## src/hw/rtl/rti_pkg.sv

```systemverilog
// ----------------------------------------------------------------------------
// rti_pkg
// Shared types, register codes and the back-end program of the ray/triangle
// intersection unit.
// ----------------------------------------------------------------------------
package rti_pkg;

  typedef enum logic [2:0] {
    CFG_DIR_X,
    CFG_DIR_Y,
    CFG_DIR_Z,
    CFG_ORG_X,
    CFG_ORG_Y,
    CFG_ORG_Z,
    CFG_MAX_DIST
  } cfg_idx_t;

  localparam int QDEPTH = 2;

  typedef struct packed {
    logic signed [17:0] dir_x;
    logic signed [17:0] dir_y;
    logic signed [17:0] dir_z;
    logic signed [31:0] org_x;
    logic signed [31:0] org_y;
    logic signed [31:0] org_z;
    logic        [30:0] max_dist;
  } cfg_t;

  // one queued triangle: first vertex, edges, origin offset and ray flag
  typedef struct packed {
    logic [2:0][31:0] v1;
    logic [2:0][31:0] e1;
    logic [2:0][31:0] e2;
    logic [2:0][31:0] tv;
    logic             start;
  } item_t;

  typedef struct packed {
    logic             hit;
    logic [30:0]      distance;
    logic [16:0]      bary_u;
    logic [16:0]      bary_v;
    logic [2:0][17:0] nrm;
    logic [2:0][31:0] pt;
  } res_t;

  typedef enum logic [5:0] {
    R_ZERO,
    R_D0, R_D1, R_D2,
    R_E10, R_E11, R_E12,
    R_E20, R_E21, R_E22,
    R_TV0, R_TV1, R_TV2,
    R_P0, R_P1, R_P2,
    R_Q0, R_Q1, R_Q2,
    R_N0, R_N1, R_N2,
    R_V10, R_V11, R_V12,
    R_DET, R_NUM, R_U, R_V, R_T, R_LEN, R_SQ,
    R_NM0, R_NM1, R_NM2,
    R_PT0, R_PT1, R_PT2
  } reg_t;

  typedef enum logic [2:0] {
    OP_MAC,
    OP_DIV,
    OP_SQRT,
    OP_CHK_DET,
    OP_CHK_U,
    OP_CHK_V,
    OP_CHK_T,
    OP_DONE
  } op_t;

  typedef struct packed {
    op_t  op;
    reg_t a;
    reg_t b;
    reg_t c;
    reg_t dst;
    logic first;
    logic last;
    logic neg;
    logic sq;
  } instr_t;

  typedef enum logic [2:0] {
    S_IDLE,
    S_EXEC,
    S_ACC,
    S_DIV,
    S_DFIN,
    S_SQRT,
    S_OUT
  } st_t;

  function automatic logic [31:0] sat_sub(logic signed [31:0] a, logic signed [31:0] b);
    logic signed [32:0] d;
    d = 33'(a) - 33'(b);
    if (d > 33'sh0_7FFF_FFFF)       sat_sub = 32'h7FFF_FFFF;
    else if (d < -33'sh0_8000_0000) sat_sub = 32'h8000_0000;
    else                            sat_sub = d[31:0];
  endfunction

  function automatic instr_t mac(reg_t a, reg_t b, logic first, logic last, logic neg,
                                 reg_t dst, reg_t c, logic sq);
    instr_t i;
    i.op = OP_MAC; i.a = a; i.b = b; i.c = c; i.dst = dst;
    i.first = first; i.last = last; i.neg = neg; i.sq = sq;
    return i;
  endfunction

  function automatic instr_t ctl(op_t op, reg_t a, reg_t b, reg_t dst);
    instr_t i;
    i.op = op; i.a = a; i.b = b; i.c = R_ZERO; i.dst = dst;
    i.first = 1'b0; i.last = 1'b0; i.neg = 1'b0; i.sq = 1'b0;
    return i;
  endfunction

  // back-end program: one product, division, root or test per entry, then done
  function automatic instr_t prog(logic [5:0] pc);
    case (pc)
      6'd0:  prog = mac(R_D1,  R_E22, 1'b1, 1'b0, 1'b0, R_ZERO, R_ZERO, 1'b0);
      6'd1:  prog = mac(R_D2,  R_E21, 1'b0, 1'b1, 1'b1, R_P0,   R_ZERO, 1'b0);
      6'd2:  prog = mac(R_D2,  R_E20, 1'b1, 1'b0, 1'b0, R_ZERO, R_ZERO, 1'b0);
      6'd3:  prog = mac(R_D0,  R_E22, 1'b0, 1'b1, 1'b1, R_P1,   R_ZERO, 1'b0);
      6'd4:  prog = mac(R_D0,  R_E21, 1'b1, 1'b0, 1'b0, R_ZERO, R_ZERO, 1'b0);
      6'd5:  prog = mac(R_D1,  R_E20, 1'b0, 1'b1, 1'b1, R_P2,   R_ZERO, 1'b0);
      6'd6:  prog = mac(R_E10, R_P0,  1'b1, 1'b0, 1'b0, R_ZERO, R_ZERO, 1'b0);
      6'd7:  prog = mac(R_E11, R_P1,  1'b0, 1'b0, 1'b0, R_ZERO, R_ZERO, 1'b0);
      6'd8:  prog = mac(R_E12, R_P2,  1'b0, 1'b1, 1'b0, R_DET,  R_ZERO, 1'b0);
      6'd9:  prog = ctl(OP_CHK_DET, R_ZERO, R_ZERO, R_ZERO);
      6'd10: prog = mac(R_TV0, R_P0,  1'b1, 1'b0, 1'b0, R_ZERO, R_ZERO, 1'b0);
      6'd11: prog = mac(R_TV1, R_P1,  1'b0, 1'b0, 1'b0, R_ZERO, R_ZERO, 1'b0);
      6'd12: prog = mac(R_TV2, R_P2,  1'b0, 1'b1, 1'b0, R_NUM,  R_ZERO, 1'b0);
      6'd13: prog = ctl(OP_DIV, R_NUM, R_DET, R_U);
      6'd14: prog = ctl(OP_CHK_U, R_ZERO, R_ZERO, R_ZERO);
      6'd15: prog = mac(R_TV1, R_E12, 1'b1, 1'b0, 1'b0, R_ZERO, R_ZERO, 1'b0);
      6'd16: prog = mac(R_TV2, R_E11, 1'b0, 1'b1, 1'b1, R_Q0,   R_ZERO, 1'b0);
      6'd17: prog = mac(R_TV2, R_E10, 1'b1, 1'b0, 1'b0, R_ZERO, R_ZERO, 1'b0);
      6'd18: prog = mac(R_TV0, R_E12, 1'b0, 1'b1, 1'b1, R_Q1,   R_ZERO, 1'b0);
      6'd19: prog = mac(R_TV0, R_E11, 1'b1, 1'b0, 1'b0, R_ZERO, R_ZERO, 1'b0);
      6'd20: prog = mac(R_TV1, R_E10, 1'b0, 1'b1, 1'b1, R_Q2,   R_ZERO, 1'b0);
      6'd21: prog = mac(R_D0,  R_Q0,  1'b1, 1'b0, 1'b0, R_ZERO, R_ZERO, 1'b0);
      6'd22: prog = mac(R_D1,  R_Q1,  1'b0, 1'b0, 1'b0, R_ZERO, R_ZERO, 1'b0);
      6'd23: prog = mac(R_D2,  R_Q2,  1'b0, 1'b1, 1'b0, R_NUM,  R_ZERO, 1'b0);
      6'd24: prog = ctl(OP_DIV, R_NUM, R_DET, R_V);
      6'd25: prog = ctl(OP_CHK_V, R_ZERO, R_ZERO, R_ZERO);
      6'd26: prog = mac(R_E20, R_Q0,  1'b1, 1'b0, 1'b0, R_ZERO, R_ZERO, 1'b0);
      6'd27: prog = mac(R_E21, R_Q1,  1'b0, 1'b0, 1'b0, R_ZERO, R_ZERO, 1'b0);
      6'd28: prog = mac(R_E22, R_Q2,  1'b0, 1'b1, 1'b0, R_NUM,  R_ZERO, 1'b0);
      6'd29: prog = ctl(OP_DIV, R_NUM, R_DET, R_T);
      6'd30: prog = ctl(OP_CHK_T, R_ZERO, R_ZERO, R_ZERO);
      6'd31: prog = mac(R_E11, R_E22, 1'b1, 1'b0, 1'b0, R_ZERO, R_ZERO, 1'b0);
      6'd32: prog = mac(R_E12, R_E21, 1'b0, 1'b1, 1'b1, R_N0,   R_ZERO, 1'b0);
      6'd33: prog = mac(R_E12, R_E20, 1'b1, 1'b0, 1'b0, R_ZERO, R_ZERO, 1'b0);
      6'd34: prog = mac(R_E10, R_E22, 1'b0, 1'b1, 1'b1, R_N1,   R_ZERO, 1'b0);
      6'd35: prog = mac(R_E10, R_E21, 1'b1, 1'b0, 1'b0, R_ZERO, R_ZERO, 1'b0);
      6'd36: prog = mac(R_E11, R_E20, 1'b0, 1'b1, 1'b1, R_N2,   R_ZERO, 1'b0);
      6'd37: prog = mac(R_N0,  R_N0,  1'b1, 1'b0, 1'b0, R_ZERO, R_ZERO, 1'b1);
      6'd38: prog = mac(R_N1,  R_N1,  1'b0, 1'b0, 1'b0, R_ZERO, R_ZERO, 1'b1);
      6'd39: prog = mac(R_N2,  R_N2,  1'b0, 1'b1, 1'b0, R_SQ,   R_ZERO, 1'b1);
      6'd40: prog = ctl(OP_SQRT, R_SQ, R_ZERO, R_LEN);
      6'd41: prog = ctl(OP_DIV, R_N0, R_LEN, R_NM0);
      6'd42: prog = ctl(OP_DIV, R_N1, R_LEN, R_NM1);
      6'd43: prog = ctl(OP_DIV, R_N2, R_LEN, R_NM2);
      6'd44: prog = mac(R_U,   R_E10, 1'b1, 1'b0, 1'b0, R_ZERO, R_V10,  1'b0);
      6'd45: prog = mac(R_V,   R_E20, 1'b0, 1'b1, 1'b0, R_PT0,  R_ZERO, 1'b0);
      6'd46: prog = mac(R_U,   R_E11, 1'b1, 1'b0, 1'b0, R_ZERO, R_V11,  1'b0);
      6'd47: prog = mac(R_V,   R_E21, 1'b0, 1'b1, 1'b0, R_PT1,  R_ZERO, 1'b0);
      6'd48: prog = mac(R_U,   R_E12, 1'b1, 1'b0, 1'b0, R_ZERO, R_V12,  1'b0);
      6'd49: prog = mac(R_V,   R_E22, 1'b0, 1'b1, 1'b0, R_PT2,  R_ZERO, 1'b0);
      default: prog = ctl(OP_DONE, R_ZERO, R_ZERO, R_ZERO);
    endcase
  endfunction

endpackage

```

## src/hw/rtl/rti_queue.sv

```systemverilog
// ----------------------------------------------------------------------------
// rti_queue
// Short first-in first-out queue between the front and the back.
// ----------------------------------------------------------------------------
module rti_queue
  import rti_pkg::*;
(
  input  logic  clk,
  input  logic  rst,
  input  logic  push,
  input  item_t push_item,
  output logic  full,
  input  logic  pop,
  output logic  valid,
  output item_t head
);

  localparam int AW = (QDEPTH > 1) ? $clog2(QDEPTH) : 1;

  item_t             mem [QDEPTH];
  logic [AW-1:0]     wr_ptr, rd_ptr;
  logic [AW:0]       count;

  assign full  = (count == (AW+1)'(QDEPTH));
  assign valid = (count != '0);
  assign head  = mem[rd_ptr];

  always_ff @(posedge clk) begin
    if (push) begin
      mem[wr_ptr] <= push_item;
    end
  end

  always_ff @(posedge clk) begin
    if (rst) begin
      wr_ptr <= '0;
      rd_ptr <= '0;
      count  <= '0;
    end else begin
      if (push) begin
        wr_ptr <= (wr_ptr == AW'(QDEPTH - 1)) ? '0 : wr_ptr + 1'b1;
      end
      if (pop) begin
        rd_ptr <= (rd_ptr == AW'(QDEPTH - 1)) ? '0 : rd_ptr + 1'b1;
      end
      count <= count + (AW+1)'(push) - (AW+1)'(pop);
    end
  end

endmodule

```

## config.mk

```make
export PLATFORM = sky130hd
export DESIGN_NAME = rti_queue
export DESIGN_NICKNAME = d
export VERILOG_FILES = /design/src/hw/rtl/rti_pkg.sv /design/src/hw/rtl/rti_queue.sv
export SDC_FILE = /design/constraint.sdc
export NUM_CORES = 1
export LEC_CHECK = 0
export ABC_AREA = 1
export BUFFER_PORTS_ARGS = -buffer_cell sky130_fd_sc_hd__buf_2
export CAP_MARGIN = 5
export CORE_AREA = 10 10 294 296
export DETAILED_ROUTE_END_ITERATION = 12
export DIE_AREA = 0 0 304 306
export GPL_TIMING_DRIVEN = 0
export PLACE_DENSITY = 0.6
export SLEW_MARGIN = 5
export SYNTH_ARGS = -nofsm -noshare
export SYNTH_HDL_FRONTEND = slang
export SYNTH_SLANG_ARGS = --single-unit
```

## constraint.sdc

```tcl
create_clock -name clk -period 30.3 [get_ports clk]
set_input_delay 6.06 -clock clk [delete_from_list [all_inputs] [get_ports clk]]
set_output_delay 6.06 -clock clk [all_outputs]
set_load 0.1 [all_outputs]
```

; After elaboration in Yosys (flattened, before gate mapping)
; Memories as Yosys holds them, arrays and structs flattened. A register that Yosys moved wholly into a read port is not among the register bits.
; Index checks and enable logic that the tools add are counted.
[totals]
input_bits = 389
elab_cells = 16
register_bits = 4
mem_count = 1
ramBits = 770
[op_classes]
muxes = 6
n_eq_ne = 1
reduce_logical = 1
addsub = 4
[mem_list]
columns = name, depth, word_bits, rd, rd_clocked_by_memory_dff, wr, line_no
row1 = mem, 2, 385, 1, 1, 1, rti_queue.sv:20  ; item_t mem [QDEPTH];
[op_table]
columns = operator, count
row1 = $mux 1, 6
row2 = $add 1x1->1 const B, 2
row3 = $add 2x1->2, 1
row4 = $eq 2x2->1 const B, 1
row5 = $reduce_bool 2->1, 1
row6 = $sub 2x1->2, 1

; Logic depth before layout (Yosys ltp)
[depth]
ltp_word = 4
ltp_mapped = 9
mapped_depth_nobuf = 9

; Worst setup path after synthesis
; No wires, ideal clock.
[synth_path]
kind = input -> register
start = in push
end = mem mem[0][0] (netlist bit) (enable)
arrival_ps = 22175
slack_ps = 6973
path_buffers = 0
stages = 2
path_cell_list = inv_1 nor2_1
[synth_via]
elab_chain_cells = 2
[synth_lines]
columns = item, line_no
row1 = "start, declared", rti_queue.sv:10  ; input logic push,
row2 = $mux 1, rti_queue.sv:29  ; if (push) begin
row3 = $mux 1 (not written as such), rti_queue.sv:30  ; mem[wr_ptr] <= push_item;
row4 = "end, declared", rti_queue.sv:20
; Every way passes these cells.

==> impl_metrics.ini <==
[yosys]
async_flop_share_pct = 0
synth_most_common_cell = edfxtp_1
synth_common_cells = edfxtp_1, mux2_2, buf_6
yosys_warnings = 0
synth_adder_area_share_pct = 0.0886
syn_inst = 1229
synth_top_area_share_pct = 81.8
synthTopCellsByArea = edfxtp_1, mux2_2, buf_6, mux2_4, dfxtp_1
synth_xor_area_share_pct = 0.0310
synth-compound-area-share_pct = 0.0177
synth-edff-count = 770
syn_area_sq_um = 28300
synth_top_family_by_area = multiplexers
synthMuxAreaShare_pct = 15.7
yosys_register_bits = 775
synth_top_cell_by_area = edfxtp_1
synthFlopType = edfxtp_1
yosys.area_share.simple_pct = 0.195
synth_fp_nets = 1620
syn_area_per_cell_sq_um = 23.0
yosysUniqueCellTypes = 15
synth_seq_area_share_pct = 82.2

[global_route]
grt_antenna_before_repair = 39
grt_pass1_vias = 16300
gr-total-overflow = 0
grt_max_degree = 114
grt_usage_pct = 15.2
grt_pass1_wl_microns = 106000

[critical_path]
critPathMostFrequentCell = buf_2
path_class = reg -> out
required_ns = 24.24
cp_data_arrival_time_ns = 2.25
cp_top_family = buffers and inverters
cpPeakStageDelay_ns = 0.55
path_buf_inv = 3
worst_path_max_delay_cell = buf_2
critical_path.cell_chain = buf_6, buf_2, mux2_2, buf_2
critical_path.max_fanout = 10
r2r_slack_ns = 27.73
end_kind = primary output
start_kind = flip-flop

[timing]
report.final.slew_viol_count = 0
min_period_ns = 8.31
setup_viol = 0
finClkSkew_ns = 0.0305
rsz0062_at_grt = false
worstMarginPinSlew_ns = 0.841
hold_viol_final = 0
max_slew_margin_pct = 43.8
max_freq_mhz = 120
finalCritPeriodShare_pct = 27.4
finalSetupTns_ns = 0
fin_ws_ns = 21.99

[outcome]
status = finished, final reports clean

[place]
gp_congestion = 0.815
port_buffers = 775
place_hpwl_microns = 56200
place_ws_ns = 21.84

[clock_network]
cts_sinks = 775
worstSkewPairLatency_ns = 0.63
clk_path_buf_depth = 3
h-tree-depth = 3
cts-resized-gates = 0
cts_tree = yes
root_buffer = clkbuf_16
post-cts-setup-buffer-count = 0
cts_hold_buf = 0
path_clk_slew_ns = 0.05
numCtsBuffers = 83

[floorplanning]
ios = 776
die-width_microns = 304
row_count = 104
die_h_microns = 306
start_util_pct = 35.2
coreArea_sq_um = 80300
design.die.area_sq_um = 93000

[routing]
vias = 14800
routed_wl_microns = 74000
first_iter_violations = 819
drc = 0
first_pass_iters = 5
routed_via_density = 4.54
ant_nets = 0
drt-wirelength-per-cell_microns = 22.7

[job]
max-cap-violations = 0

[pwr]
power.static_leakage_nw = 13.7
ir_drop_mv = 0.0597
p_per_area_nw_per_um2 = 78.5

[finish]
drive_gt1_share_pct = 61.5
syn_to_final_growth_pct = 29.6
final_nets = 2498
n_fill_cell = 6934

[worst_hold_path]
hp-class = reg -> reg
-- worst register-to-register path: stages, from the launching register on --
cell	delay, ns
dfxtp_1	0.40
nand2_1	0.17
inv_8	0.39
buf_16	0.46
buf_16	0.62
-- path summary, 6_finish.rpt --
path	from	endpoint	depth (start not counted)
setup / recovery	flip-flop	head[12]	4
hold / removal	rd_ptr$_SDFFE_PP0P_	rd_ptr$_SDFFE_PP0P_	2
setup reg to reg	wr_ptr$_SDFFE_PP0P_	mem[1][201]$_DFFE_PP_	4
hold reg to reg	rd_ptr$_SDFFE_PP0P_	rd_ptr$_SDFFE_PP0P_	2
-- where the power goes --
group          switching (mW)  internal [mW]
registers              0.0113           1.24
clock network           0.413          0.566
logic                   0.515          0.126
-- routing by layer --
layer	global-route usage (%)	share of wire, %	up-vias
met5	0	0.25	-
met4	6.82	3.2	28
met3	7.09	10	166
met2	27.9	54	554
met1	14.3	32	7331
li1	-	-	6731
-- final cells by class --
class | count | area (sq um) | share of cell area (%)
Antenna cell | 26 | 65.1 | 0.178
Buffer | 43 | 465 | 1.27
Clock buffer | 101 | 2170 | 5.91
Clock inverter | 53 | 487 | 1.33
Inverter | 8 | 37.5 | 0.103
Multi-Input combinational cell | 403 | 4550 | 12.4
Sequential cell | 775 | 23200 | 63.4
Tap cell | 1060 | 1330 | 3.62
Timing Repair Buffer | 793 | 4300 | 11.7
-- placed cells by master, fill, tap and decap left out, types with 5 or more instances in the layout --
cell type  synthesis  final
buf_12             0     10
buf_16             0      8
buf_2              3    778
buf_6             40     40
bufinv_16          0      6
clkbuf_1           0     17
clkbuf_16          0     84
clkinv_1           0     20
clkinv_2           0     15
dfxtp_1            5      5
diode_2            0     26
edfxtp_1         770    770
inv_1              8      7
mux2_2           353    353
mux2_4            30     30
nand2_1            5      5
nor2_1             7      6
-- sequential cells by signal (all words and copies together) (netlist names), named ones only --
signal,count
mem,770
wr_ptr,1
count,2
rd_ptr,1
-- stage by stage --
step / hold slack, ns / total power [mW] / util [%] / area (sq um) / std cells
floorplan: 0.480 / 1.82 / - / 28300 / 1229
global placement: 0.499 / 1.95 / 41.7 / 33500 / 3064
detailed placement: 0.511 / 1.93 / 42.2 / 33900 / 3082
CTS: 0.527 / 2.91 / 45.5 / 36600 / 3236
global route: 0.574 / 2.98 / 45.6 / 36600 / 3258
finish: 0.532 / 2.87 / 45.6 / 36600 / 3262
-- cells by family (layout without fill, tap and decap cells) --
group                      count (synthesis)  after routing
and+or+nand+nor                           14             14
other                                      0             26
buffers and inverters                     51            998
muxes                                    385            385
xor gates and xnor gates                   1              1
adders and majority gates                  2              2
AOI/OAI and AO/OA                          1              1
DFF                                      775            775
Note: power is estimated with default switching activity, not from simulation.
