`src/hw/rtl/rti_pkg.sv`:
```
// ----------------------------------------------------------------------------
// rti_pkg
// Shared types, register codes and the back-end program of the ray/triangle
// intersection unit.
// ----------------------------------------------------------------------------
package rti_pkg;

  typedef enum logic [2:0] {
    CFG_DIR_X,
    CFG_DIR_Y,
    CFG_DIR_Z,
    CFG_ORG_X,
    CFG_ORG_Y,
    CFG_ORG_Z,
    CFG_MAX_DIST
  } cfg_idx_t;

  localparam int QDEPTH = 2;

  typedef struct packed {
    logic signed [17:0] dir_x;
    logic signed [17:0] dir_y;
    logic signed [17:0] dir_z;
    logic signed [31:0] org_x;
    logic signed [31:0] org_y;
    logic signed [31:0] org_z;
    logic        [30:0] max_dist;
  } cfg_t;

  // one queued triangle: first vertex, edges, origin offset and ray flag
  typedef struct packed {
    logic [2:0][31:0] v1;
    logic [2:0][31:0] e1;
    logic [2:0][31:0] e2;
    logic [2:0][31:0] tv;
    logic             start;
  } item_t;

  typedef struct packed {
    logic             hit;
    logic [30:0]      distance;
    logic [16:0]      bary_u;
    logic [16:0]      bary_v;
    logic [2:0][17:0] nrm;
    logic [2:0][31:0] pt;
  } res_t;

  typedef enum logic [5:0] {
    R_ZERO,
    R_D0, R_D1, R_D2,
    R_E10, R_E11, R_E12,
    R_E20, R_E21, R_E22,
    R_TV0, R_TV1, R_TV2,
    R_P0, R_P1, R_P2,
    R_Q0, R_Q1, R_Q2,
    R_N0, R_N1, R_N2,
    R_V10, R_V11, R_V12,
    R_DET, R_NUM, R_U, R_V, R_T, R_LEN, R_SQ,
    R_NM0, R_NM1, R_NM2,
    R_PT0, R_PT1, R_PT2
  } reg_t;

  typedef enum logic [2:0] {
    OP_MAC,
    OP_DIV,
    OP_SQRT,
    OP_CHK_DET,
    OP_CHK_U,
    OP_CHK_V,
    OP_CHK_T,
    OP_DONE
  } op_t;

  typedef struct packed {
    op_t  op;
    reg_t a;
    reg_t b;
    reg_t c;
    reg_t dst;
    logic first;
    logic last;
    logic neg;
    logic sq;
  } instr_t;

  typedef enum logic [2:0] {
    S_IDLE,
    S_EXEC,
    S_ACC,
    S_DIV,
    S_DFIN,
    S_SQRT,
    S_OUT
  } st_t;

  function automatic logic [31:0] sat_sub(logic signed [31:0] a, logic signed [31:0] b);
    logic signed [32:0] d;
    d = 33'(a) - 33'(b);
    if (d > 33'sh0_7FFF_FFFF)       sat_sub = 32'h7FFF_FFFF;
    else if (d < -33'sh0_8000_0000) sat_sub = 32'h8000_0000;
    else                            sat_sub = d[31:0];
  endfunction

  function automatic instr_t mac(reg_t a, reg_t b, logic first, logic last, logic neg,
                                 reg_t dst, reg_t c, logic sq);
    instr_t i;
    i.op = OP_MAC; i.a = a; i.b = b; i.c = c; i.dst = dst;
    i.first = first; i.last = last; i.neg = neg; i.sq = sq;
    return i;
  endfunction

  function automatic instr_t ctl(op_t op, reg_t a, reg_t b, reg_t dst);
    instr_t i;
    i.op = op; i.a = a; i.b = b; i.c = R_ZERO; i.dst = dst;
    i.first = 1'b0; i.last = 1'b0; i.neg = 1'b0; i.sq = 1'b0;
    return i;
  endfunction

  // back-end program: one product, division, root or test per entry, then done
  function automatic instr_t prog(logic [5:0] pc);
    case (pc)
      6'd0:  prog = mac(R_D1,  R_E22, 1'b1, 1'b0, 1'b0, R_ZERO, R_ZERO, 1'b0);
      6'd1:  prog = mac(R_D2,  R_E21, 1'b0, 1'b1, 1'b1, R_P0,   R_ZERO, 1'b0);
      6'd2:  prog = mac(R_D2,  R_E20, 1'b1, 1'b0, 1'b0, R_ZERO, R_ZERO, 1'b0);
      6'd3:  prog = mac(R_D0,  R_E22, 1'b0, 1'b1, 1'b1, R_P1,   R_ZERO, 1'b0);
      6'd4:  prog = mac(R_D0,  R_E21, 1'b1, 1'b0, 1'b0, R_ZERO, R_ZERO, 1'b0);
      6'd5:  prog = mac(R_D1,  R_E20, 1'b0, 1'b1, 1'b1, R_P2,   R_ZERO, 1'b0);
      6'd6:  prog = mac(R_E10, R_P0,  1'b1, 1'b0, 1'b0, R_ZERO, R_ZERO, 1'b0);
      6'd7:  prog = mac(R_E11, R_P1,  1'b0, 1'b0, 1'b0, R_ZERO, R_ZERO, 1'b0);
      6'd8:  prog = mac(R_E12, R_P2,  1'b0, 1'b1, 1'b0, R_DET,  R_ZERO, 1'b0);
      6'd9:  prog = ctl(OP_CHK_DET, R_ZERO, R_ZERO, R_ZERO);
      6'd10: prog = mac(R_TV0, R_P0,  1'b1, 1'b0, 1'b0, R_ZERO, R_ZERO, 1'b0);
      6'd11: prog = mac(R_TV1, R_P1,  1'b0, 1'b0, 1'b0, R_ZERO, R_ZERO, 1'b0);
      6'd12: prog = mac(R_TV2, R_P2,  1'b0, 1'b1, 1'b0, R_NUM,  R_ZERO, 1'b0);
      6'd13: prog = ctl(OP_DIV, R_NUM, R_DET, R_U);
      6'd14: prog = ctl(OP_CHK_U, R_ZERO, R_ZERO, R_ZERO);
      6'd15: prog = mac(R_TV1, R_E12, 1'b1, 1'b0, 1'b0, R_ZERO, R_ZERO, 1'b0);
      6'd16: prog = mac(R_TV2, R_E11, 1'b0, 1'b1, 1'b1, R_Q0,   R_ZERO, 1'b0);
      6'd17: prog = mac(R_TV2, R_E10, 1'b1, 1'b0, 1'b0, R_ZERO, R_ZERO, 1'b0);
      6'd18: prog = mac(R_TV0, R_E12, 1'b0, 1'b1, 1'b1, R_Q1,   R_ZERO, 1'b0);
      6'd19: prog = mac(R_TV0, R_E11, 1'b1, 1'b0, 1'b0, R_ZERO, R_ZERO, 1'b0);
      6'd20: prog = mac(R_TV1, R_E10, 1'b0, 1'b1, 1'b1, R_Q2,   R_ZERO, 1'b0);
      6'd21: prog = mac(R_D0,  R_Q0,  1'b1, 1'b0, 1'b0, R_ZERO, R_ZERO, 1'b0);
      6'd22: prog = mac(R_D1,  R_Q1,  1'b0, 1'b0, 1'b0, R_ZERO, R_ZERO, 1'b0);
      6'd23: prog = mac(R_D2,  R_Q2,  1'b0, 1'b1, 1'b0, R_NUM,  R_ZERO, 1'b0);
      6'd24: prog = ctl(OP_DIV, R_NUM, R_DET, R_V);
      6'd25: prog = ctl(OP_CHK_V, R_ZERO, R_ZERO, R_ZERO);
      6'd26: prog = mac(R_E20, R_Q0,  1'b1, 1'b0, 1'b0, R_ZERO, R_ZERO, 1'b0);
      6'd27: prog = mac(R_E21, R_Q1,  1'b0, 1'b0, 1'b0, R_ZERO, R_ZERO, 1'b0);
      6'd28: prog = mac(R_E22, R_Q2,  1'b0, 1'b1, 1'b0, R_NUM,  R_ZERO, 1'b0);
      6'd29: prog = ctl(OP_DIV, R_NUM, R_DET, R_T);
      6'd30: prog = ctl(OP_CHK_T, R_ZERO, R_ZERO, R_ZERO);
      6'd31: prog = mac(R_E11, R_E22, 1'b1, 1'b0, 1'b0, R_ZERO, R_ZERO, 1'b0);
      6'd32: prog = mac(R_E12, R_E21, 1'b0, 1'b1, 1'b1, R_N0,   R_ZERO, 1'b0);
      6'd33: prog = mac(R_E12, R_E20, 1'b1, 1'b0, 1'b0, R_ZERO, R_ZERO, 1'b0);
      6'd34: prog = mac(R_E10, R_E22, 1'b0, 1'b1, 1'b1, R_N1,   R_ZERO, 1'b0);
      6'd35: prog = mac(R_E10, R_E21, 1'b1, 1'b0, 1'b0, R_ZERO, R_ZERO, 1'b0);
      6'd36: prog = mac(R_E11, R_E20, 1'b0, 1'b1, 1'b1, R_N2,   R_ZERO, 1'b0);
      6'd37: prog = mac(R_N0,  R_N0,  1'b1, 1'b0, 1'b0, R_ZERO, R_ZERO, 1'b1);
      6'd38: prog = mac(R_N1,  R_N1,  1'b0, 1'b0, 1'b0, R_ZERO, R_ZERO, 1'b1);
      6'd39: prog = mac(R_N2,  R_N2,  1'b0, 1'b1, 1'b0, R_SQ,   R_ZERO, 1'b1);
      6'd40: prog = ctl(OP_SQRT, R_SQ, R_ZERO, R_LEN);
      6'd41: prog = ctl(OP_DIV, R_N0, R_LEN, R_NM0);
      6'd42: prog = ctl(OP_DIV, R_N1, R_LEN, R_NM1);
      6'd43: prog = ctl(OP_DIV, R_N2, R_LEN, R_NM2);
      6'd44: prog = mac(R_U,   R_E10, 1'b1, 1'b0, 1'b0, R_ZERO, R_V10,  1'b0);
      6'd45: prog = mac(R_V,   R_E20, 1'b0, 1'b1, 1'b0, R_PT0,  R_ZERO, 1'b0);
      6'd46: prog = mac(R_U,   R_E11, 1'b1, 1'b0, 1'b0, R_ZERO, R_V11,  1'b0);
      6'd47: prog = mac(R_V,   R_E21, 1'b0, 1'b1, 1'b0, R_PT1,  R_ZERO, 1'b0);
      6'd48: prog = mac(R_U,   R_E12, 1'b1, 1'b0, 1'b0, R_ZERO, R_V12,  1'b0);
      6'd49: prog = mac(R_V,   R_E22, 1'b0, 1'b1, 1'b0, R_PT2,  R_ZERO, 1'b0);
      default: prog = ctl(OP_DONE, R_ZERO, R_ZERO, R_ZERO);
    endcase
  endfunction

endpackage

```
`src/hw/rtl/rti_front.sv`:
```
// ----------------------------------------------------------------------------
// rti_front
// Takes triangle beats, forms the saturated edges and origin offset, and
// hands them to the queue.
// ----------------------------------------------------------------------------
module rti_front
  import rti_pkg::*;
(
  input  logic         clk,
  input  logic         rst,
  input  cfg_t         cfg,
  input  logic         s_axis_tvalid,
  output logic         s_axis_tready,
  input  logic [287:0] s_axis_tdata,
  input  logic         s_axis_tuser,
  input  logic         q_full,
  output logic         q_push,
  output item_t        q_item
);

  logic [2:0][31:0] v1, v2, v3, org;
  logic             busy;

  assign v1  = s_axis_tdata[95:0];
  assign v2  = s_axis_tdata[191:96];
  assign v3  = s_axis_tdata[287:192];
  assign org = {cfg.org_z, cfg.org_y, cfg.org_x};

  // hold off after reset while the busy register is still set, so the queue settles
  always_ff @(posedge clk) begin
    if (rst) begin
      busy <= 1'b1;
    end else begin
      busy <= 1'b0;
    end
  end

  assign s_axis_tready = !q_full && !busy;
  assign q_push        = s_axis_tvalid && s_axis_tready;

  always_comb begin
    q_item       = '0;
    q_item.v1    = v1;
    q_item.start = s_axis_tuser;
    for (int i = 0; i < 3; i++) begin
      q_item.e1[i] = sat_sub(v2[i], v1[i]);
      q_item.e2[i] = sat_sub(v3[i], v1[i]);
      q_item.tv[i] = sat_sub(org[i], v1[i]);
    end
  end

endmodule

```
`config.mk`:
```
export PLATFORM = sky130hd
export DESIGN_NAME = rti_front
export DESIGN_NICKNAME = d
export VERILOG_FILES = /design/src/hw/rtl/rti_pkg.sv /design/src/hw/rtl/rti_front.sv
export SDC_FILE = /design/constraint.sdc
export NUM_CORES = 1
export LEC_CHECK = 0
export ABC_AREA = 1
export BUFFER_PORTS_ARGS = -buffer_cell sky130_fd_sc_hd__buf_2
export CAP_MARGIN = 30
export CELL_PAD_IN_SITES_DETAIL_PLACEMENT = 2
export CELL_PAD_IN_SITES_GLOBAL_PLACEMENT = 2
export CORE_AREA = 2 2 337 339
export DETAILED_ROUTE_END_ITERATION = 8
export DIE_AREA = 0 0 339 341
export HOLD_SLACK_MARGIN = 0.02
export PLACE_DENSITY = 0.67
export SYNTH_ARGS = -nofsm -noshare
export SYNTH_HDL_FRONTEND = slang
export SYNTH_SLANG_ARGS = --single-unit
```
`constraint.sdc`:
```
create_clock -name clk -period 2.9 [get_ports clk]
set_input_delay 0.29 -clock clk [delete_from_list [all_inputs] [get_ports clk]]
set_output_delay 0.29 -clock clk [all_outputs]
set_load 0.01 [all_outputs]
```
# ---- Word level (Yosys, flattened, before mapping)
# Index checks and enable logic that the tools add are counted.
# W data, S select, Z words.
dict set report word_totals {
  reg_bits 1
  word_cells 51
  in_bits 474
  output_inout_bits 387
}
dict set report classes {
  reduce_logical 4
  magnitude_cmp 18
  muxes 19
  addsub 9
}
# op count
set op_table {}
lappend op_table {{$mux W32} 18}
lappend op_table {{$gt A33 B32 Y1 const B} 9}
lappend op_table {{$lt A33 B32 Y1 const B} 9}
lappend op_table {{$sub A32 B32 Y33} 9}
lappend op_table {{$logic_and A1 B1 Y1} 2}
lappend op_table {{$logic_not A1 Y1} 2}
lappend op_table {{$mux W1} 1}

# ---- Longest topological paths before layout
dict set report logic_depth {
  word_depth 4
  mapped_depth 22
  ltp_nobuf 21
}

# ---- Least setup slack after synthesis
# OpenSTA, ideal clock, no wires.
dict set report synth_timing {
  path_kind {input port to output port}
  from {input port s_axis_tdata[192]}
  to {output port q_item[107] (netlist name)}
  arrival_ns 2.499
  slack_ns 0.111
  path_stages 16
  t_required_ns 2.610
  cell_sequence {inv_1 -> ha_1 -> fa_1 -> nand3b_1 -> nand2_1 -> a21oi_1 -> o21ai_2 -> nand3_1 -> nand2_1 -> nand3b_1 -> nand2_1 -> xor2_1 -> nand2_2 -> buf_6 -> nand2_1 -> nand2_1}
}
# element line
set synth_lines {}
lappend synth_lines {{from (decl)} rti_front.sv:14} ;# input logic [287:0] s_axis_tdata,
lappend synth_lines {{to (decl)} rti_front.sv:18} ;# output item_t q_item

==> impl_metrics.env <==
export IMPL_outcome="finished, violations left"
export IMPL_worstSetupPathType="primary input to output pin"
export IMPL_max_cap_violations=0
export IMPL_slew_headroom_pct=55.1
export IMPL_synth_compound_area_share_pct=20.2
export IMPL_dominant_combinational_cell_family_by_area_after_synthesis="simple AND/OR/NAND/NOR gates"
export IMPL_num_io_pins=861
export IMPL_cell_internal_pwr_w=0.00603
export IMPL_ys_types=47
export IMPL_relative_contribution_of_sequential_cells_to_total_power_pct=0.1
export IMPL_synthFlopType="sky130_fd_sc_hd__dfxtp_1"
export IMPL_yosys_area_share_adder_pct=18.0
export IMPL_postPlaceCellArea_mm2=0.0345
export IMPL_shortest_clock_period_the_worst_path_allows_after_layout_ns=3.55
export IMPL_worstMarginPinSlew_ns=0.667
export IMPL_dp_final_hpwl_mm=137
export IMPL_synthesis_area_mm2=0.0210
export IMPL_cts_hold_bufs=0
export IMPL_largest_reg_flops=1
export IMPL_grt_first_pass_wirelength_mm=232
export IMPL_grt_max_degree=32
export IMPL_route_vias_total=34656
export IMPL_hold_path_startpoint="rst"
export IMPL_data_required_time_at_the_worst_endpoint_ns=2.61
export IMPL_iter_0_drt_violations=1406
export IMPL_violations="setup timing"
export IMPL_grt_pass1_vias=37520
export IMPL_synth_xor_area_share_pct=8.50
export IMPL_post_synth_and_or_nand_nor_area_fraction_pct=38.6
export IMPL_worstPathMaxFanout=6
export IMPL_postSynthAreaPerCell_um2=5.32
export IMPL_irDropWorstVdd_uv=235
export IMPL_finalWirelength_mm=167
export IMPL_worst_endpoint_arrival_ns=3.26
export IMPL_synth_edf_count=0
export IMPL_antenna_violating_nets_remaining=0
export IMPL_kind_of_capture_point_of_the_worst_setup_path="output pin"
export IMPL_post_drt_via_cell_ratio=4.76
export IMPL_utilization_pct=34.2
export IMPL_regMostFlops="busy"
export IMPL_coreArea_mm2=0.112
export IMPL_grt_antenna_before_repair=40
export IMPL_drt_pre_antenna_iters=5
export IMPL_areaGrowthSynthToFinish_pct=82.1
export IMPL_synth_mux_area_share_pct=0
export IMPL_powerDensity_mw_per_mm2=359
export IMPL_yosysWarningCount=0
export IMPL_initial_cell_density_of_the_core_pct=18.8
export IMPL_die_width_um=339
export IMPL_dieArea_mm2=0.116
export IMPL_timing_critical_path_from_type="primary input"
export IMPL_mappedNetlistNets=4721
export IMPL_power_share_clock_pct=0
export IMPL_final_setup_tns_ns=-80.03
export IMPL_die_h_um=341
export IMPL_globalplace_congestion=0.953
export IMPL_max_freq_ghz=0.282
export IMPL_final_max_slew_violation_count=0
export IMPL_synth_seq_cells=1
export IMPL_power_switching_w=0.00772
export IMPL_dp_cells=7195
export IMPL_power_switching_fraction_pct=56.1
export IMPL_overflow=0
export IMPL_timing_hold_worst_class="primary input to flop"
export IMPL_route_detailed_drc=0
export IMPL_combPwrFrac_pct=99.9
export IMPL_io_buffer_count=773
export IMPL_grt_setup_unrepaired="yes"
export IMPL_finalWorstSetupSlack_ns=-0.650
export IMPL_report_final_hold_viol_count=0
export IMPL_static_leakage_power_nw=20.8
export IMPL_rows=123
export IMPL_final_min_period_over_clock_period_pct=122
export IMPL_synth_yosys_seq_area_share_pct=0.0952
export IMPL_clk_pin_slew_worst_paths_ns=0
export IMPL_setup_worst_path_start="s_axis_tdata[82]"
export IMPL_grt_use_total_pct=25.9
export IMPL_power_total_w=0.0138
export IMPL_finalNonFillerCells=7280
export IMPL_reg_largest_list="busy x1"
export IMPL_finish_instance_area_mm2=0.0383
export IMPL_postSynthCellCount=3950
export IMPL_drive_gt1_share_pct=44.0
export IMPL_detail_route_wl_per_cell_um=22.9
export IMPL_finalSetupViolCount=281
export IMPL_finish_net_count=6529
export IMPL_synth_async_reset_ratio_pct=0
-- layout make-up --
cell class	instances	area (µm²)
antenna	24	60.1
timing repair buffer	1958	13700
sequential	1	20.0
inverter	532	2040
tap	1500	1880
multi-input combinational	3265	20600
fill	13907	73600
-- power groups by stage --
stage | sequential [W] | clock [W] | combinational, W
after detailed placement | 0.0000151 | 0 | 0.0118
final | 0.0000151 | 0.00000000111 | 0.0137
after global placement | 0.0000152 | 0 | 0.0114
after floorplan | 0.0000151 | 0 | 0.00532
after CTS | 0.0000151 | 0 | 0.0129
after global routing | 0.0000152 | 0.000000000970 | 0.0147
-- layer usage --
metal / track usage (%) / up-vias / share of wire [%]
met5: 0 / - / 0.068
met4: 8.19 / 18 / 4.1
met3: 2.48 / 313 / 3.8
met2: 46.9 / 934 / 50
met1: 31.9 / 17023 / 42
li1: - / 16368 / -
-- synthesized netlist by cell type, types with 12 or more instances --
cell | n | share of area [%]
sky130_fd_sc_hd__o21ai_0 | 287 | 6.8
sky130_fd_sc_hd__xnor2_1 | 93 | 3.9
sky130_fd_sc_hd__buf_2 | 25 | 0.60
sky130_fd_sc_hd__o21a_1 | 17 | 0.61
sky130_fd_sc_hd__nand2_1 | 1304 | 23
sky130_fd_sc_hd__clkbuf_1 | 13 | 0.23
sky130_fd_sc_hd__nand4_1 | 34 | 1.0
sky130_fd_sc_hd__nand3_1 | 182 | 4.3
sky130_fd_sc_hd__nor3_1 | 30 | 0.71
sky130_fd_sc_hd__a21o_1 | 25 | 0.89
sky130_fd_sc_hd__a21oi_1 | 355 | 8.4
sky130_fd_sc_hd__inv_1 | 531 | 9.5
sky130_fd_sc_hd__ha_1 | 288 | 17
sky130_fd_sc_hd__nor4_1 | 12 | 0.36
sky130_fd_sc_hd__xor2_1 | 111 | 4.6
sky130_fd_sc_hd__nand2_2 | 18 | 0.54
sky130_fd_sc_hd__a21boi_0 | 16 | 0.57
sky130_fd_sc_hd__buf_4 | 98 | 3.5
sky130_fd_sc_hd__a211oi_1 | 20 | 0.71
sky130_fd_sc_hd__nor2_1 | 337 | 6.0
sky130_fd_sc_hd__buf_6 | 12 | 0.64
sky130_fd_sc_hd__nand3b_1 | 24 | 0.86
sky130_fd_sc_hd__o21ai_2 | 14 | 0.58
-- critical path, stage by stage --
cell and delay (ns):
sky130_fd_sc_hd__buf_2 0.14, sky130_fd_sc_hd__inv_2 0.15, sky130_fd_sc_hd__ha_4 0.25, sky130_fd_sc_hd__nand2_2 0.14, sky130_fd_sc_hd__inv_1 0.08, sky130_fd_sc_hd__nand2_1 0.10, sky130_fd_sc_hd__nand2_1 0.13, sky130_fd_sc_hd__a21oi_2 0.19
sky130_fd_sc_hd__buf_4 0.16, sky130_fd_sc_hd__nor2_1 0.06, sky130_fd_sc_hd__nor2_1 0.22, sky130_fd_sc_hd__nand2_1 0.11, sky130_fd_sc_hd__nand2_1 0.08, sky130_fd_sc_hd__nand2_2 0.09, sky130_fd_sc_hd__nor2_2 0.15, sky130_fd_sc_hd__nand3_2 0.10
sky130_fd_sc_hd__nor2_2 0.11, sky130_fd_sc_hd__nor2_2 0.06, sky130_fd_sc_hd__nand2_4 0.10, sky130_fd_sc_hd__buf_6 0.13, sky130_fd_sc_hd__buf_12 0.16, sky130_fd_sc_hd__nand2_4 0.08, sky130_fd_sc_hd__buf_6 0.14
-- placed cells by master, fill, tap and decap left out, types with 23 or more instances in the layout --
cell                       instances
sky130_fd_sc_hd__o21ai_2          37
sky130_fd_sc_hd__buf_12           39
sky130_fd_sc_hd__buf_6            51
sky130_fd_sc_hd__buf_4          1129
sky130_fd_sc_hd__diode_2          24
sky130_fd_sc_hd__nor2_2           51
sky130_fd_sc_hd__nand2_1        1153
sky130_fd_sc_hd__a21o_1           25
sky130_fd_sc_hd__o21ai_1          53
sky130_fd_sc_hd__nor3_1           23
sky130_fd_sc_hd__inv_2            44
sky130_fd_sc_hd__inv_1           475
sky130_fd_sc_hd__a21oi_2          66
sky130_fd_sc_hd__buf_2           726
sky130_fd_sc_hd__nand3b_1         24
sky130_fd_sc_hd__a21oi_1         291
sky130_fd_sc_hd__nand3_1         152
sky130_fd_sc_hd__nand3_2          25
sky130_fd_sc_hd__xor2_1           92
sky130_fd_sc_hd__nor2_1          283
sky130_fd_sc_hd__nand4_1          34
sky130_fd_sc_hd__o21ai_0         209
sky130_fd_sc_hd__ha_1            219
sky130_fd_sc_hd__nand2_2         116
sky130_fd_sc_hd__nand2_4          53
sky130_fd_sc_hd__ha_4             54
sky130_fd_sc_hd__xnor2_1          89
-- cells by family after synthesis --
kind of cell | Yosys count
adders and majority gates | 297
DFF | 1
buffers and inverters | 685
AOI/OAI and AO/OA | 777
xor gates and xnor gates | 204
and+or+nand+nor | 1986
-- final timing paths --
path	end	slack (ns)	cells past startpoint
worst max-delay path	q_item[282]	-0.65	23
worst min-delay path	busy	0.39	1
-- repair_timing --
| action | in CTS | in global routing |
|---|---|---|
| hold endpoints to repair | 0 | 0 |
| setup buffers | 30 | 26 |
| gates cloned | 9 | 1 |
| resized for setup | 412 | 386 |
| pin swaps | 60 | 95 |
| setup endpoints to repair | 284 | 285 |
-- stage by stage --
step / hold slack (ns) / worst slack (ns)
5_1_grt: 0.397 / -0.754
6_report: 0.394 / -0.650
3_3_place_gp: 0.393 / -0.492
4_1_cts: 0.395 / -0.366
3_5_place_dp: 0.395 / -0.664
2_1_floorplan: 0.318 / 0.111
Power figures use the tool's default switching activity.
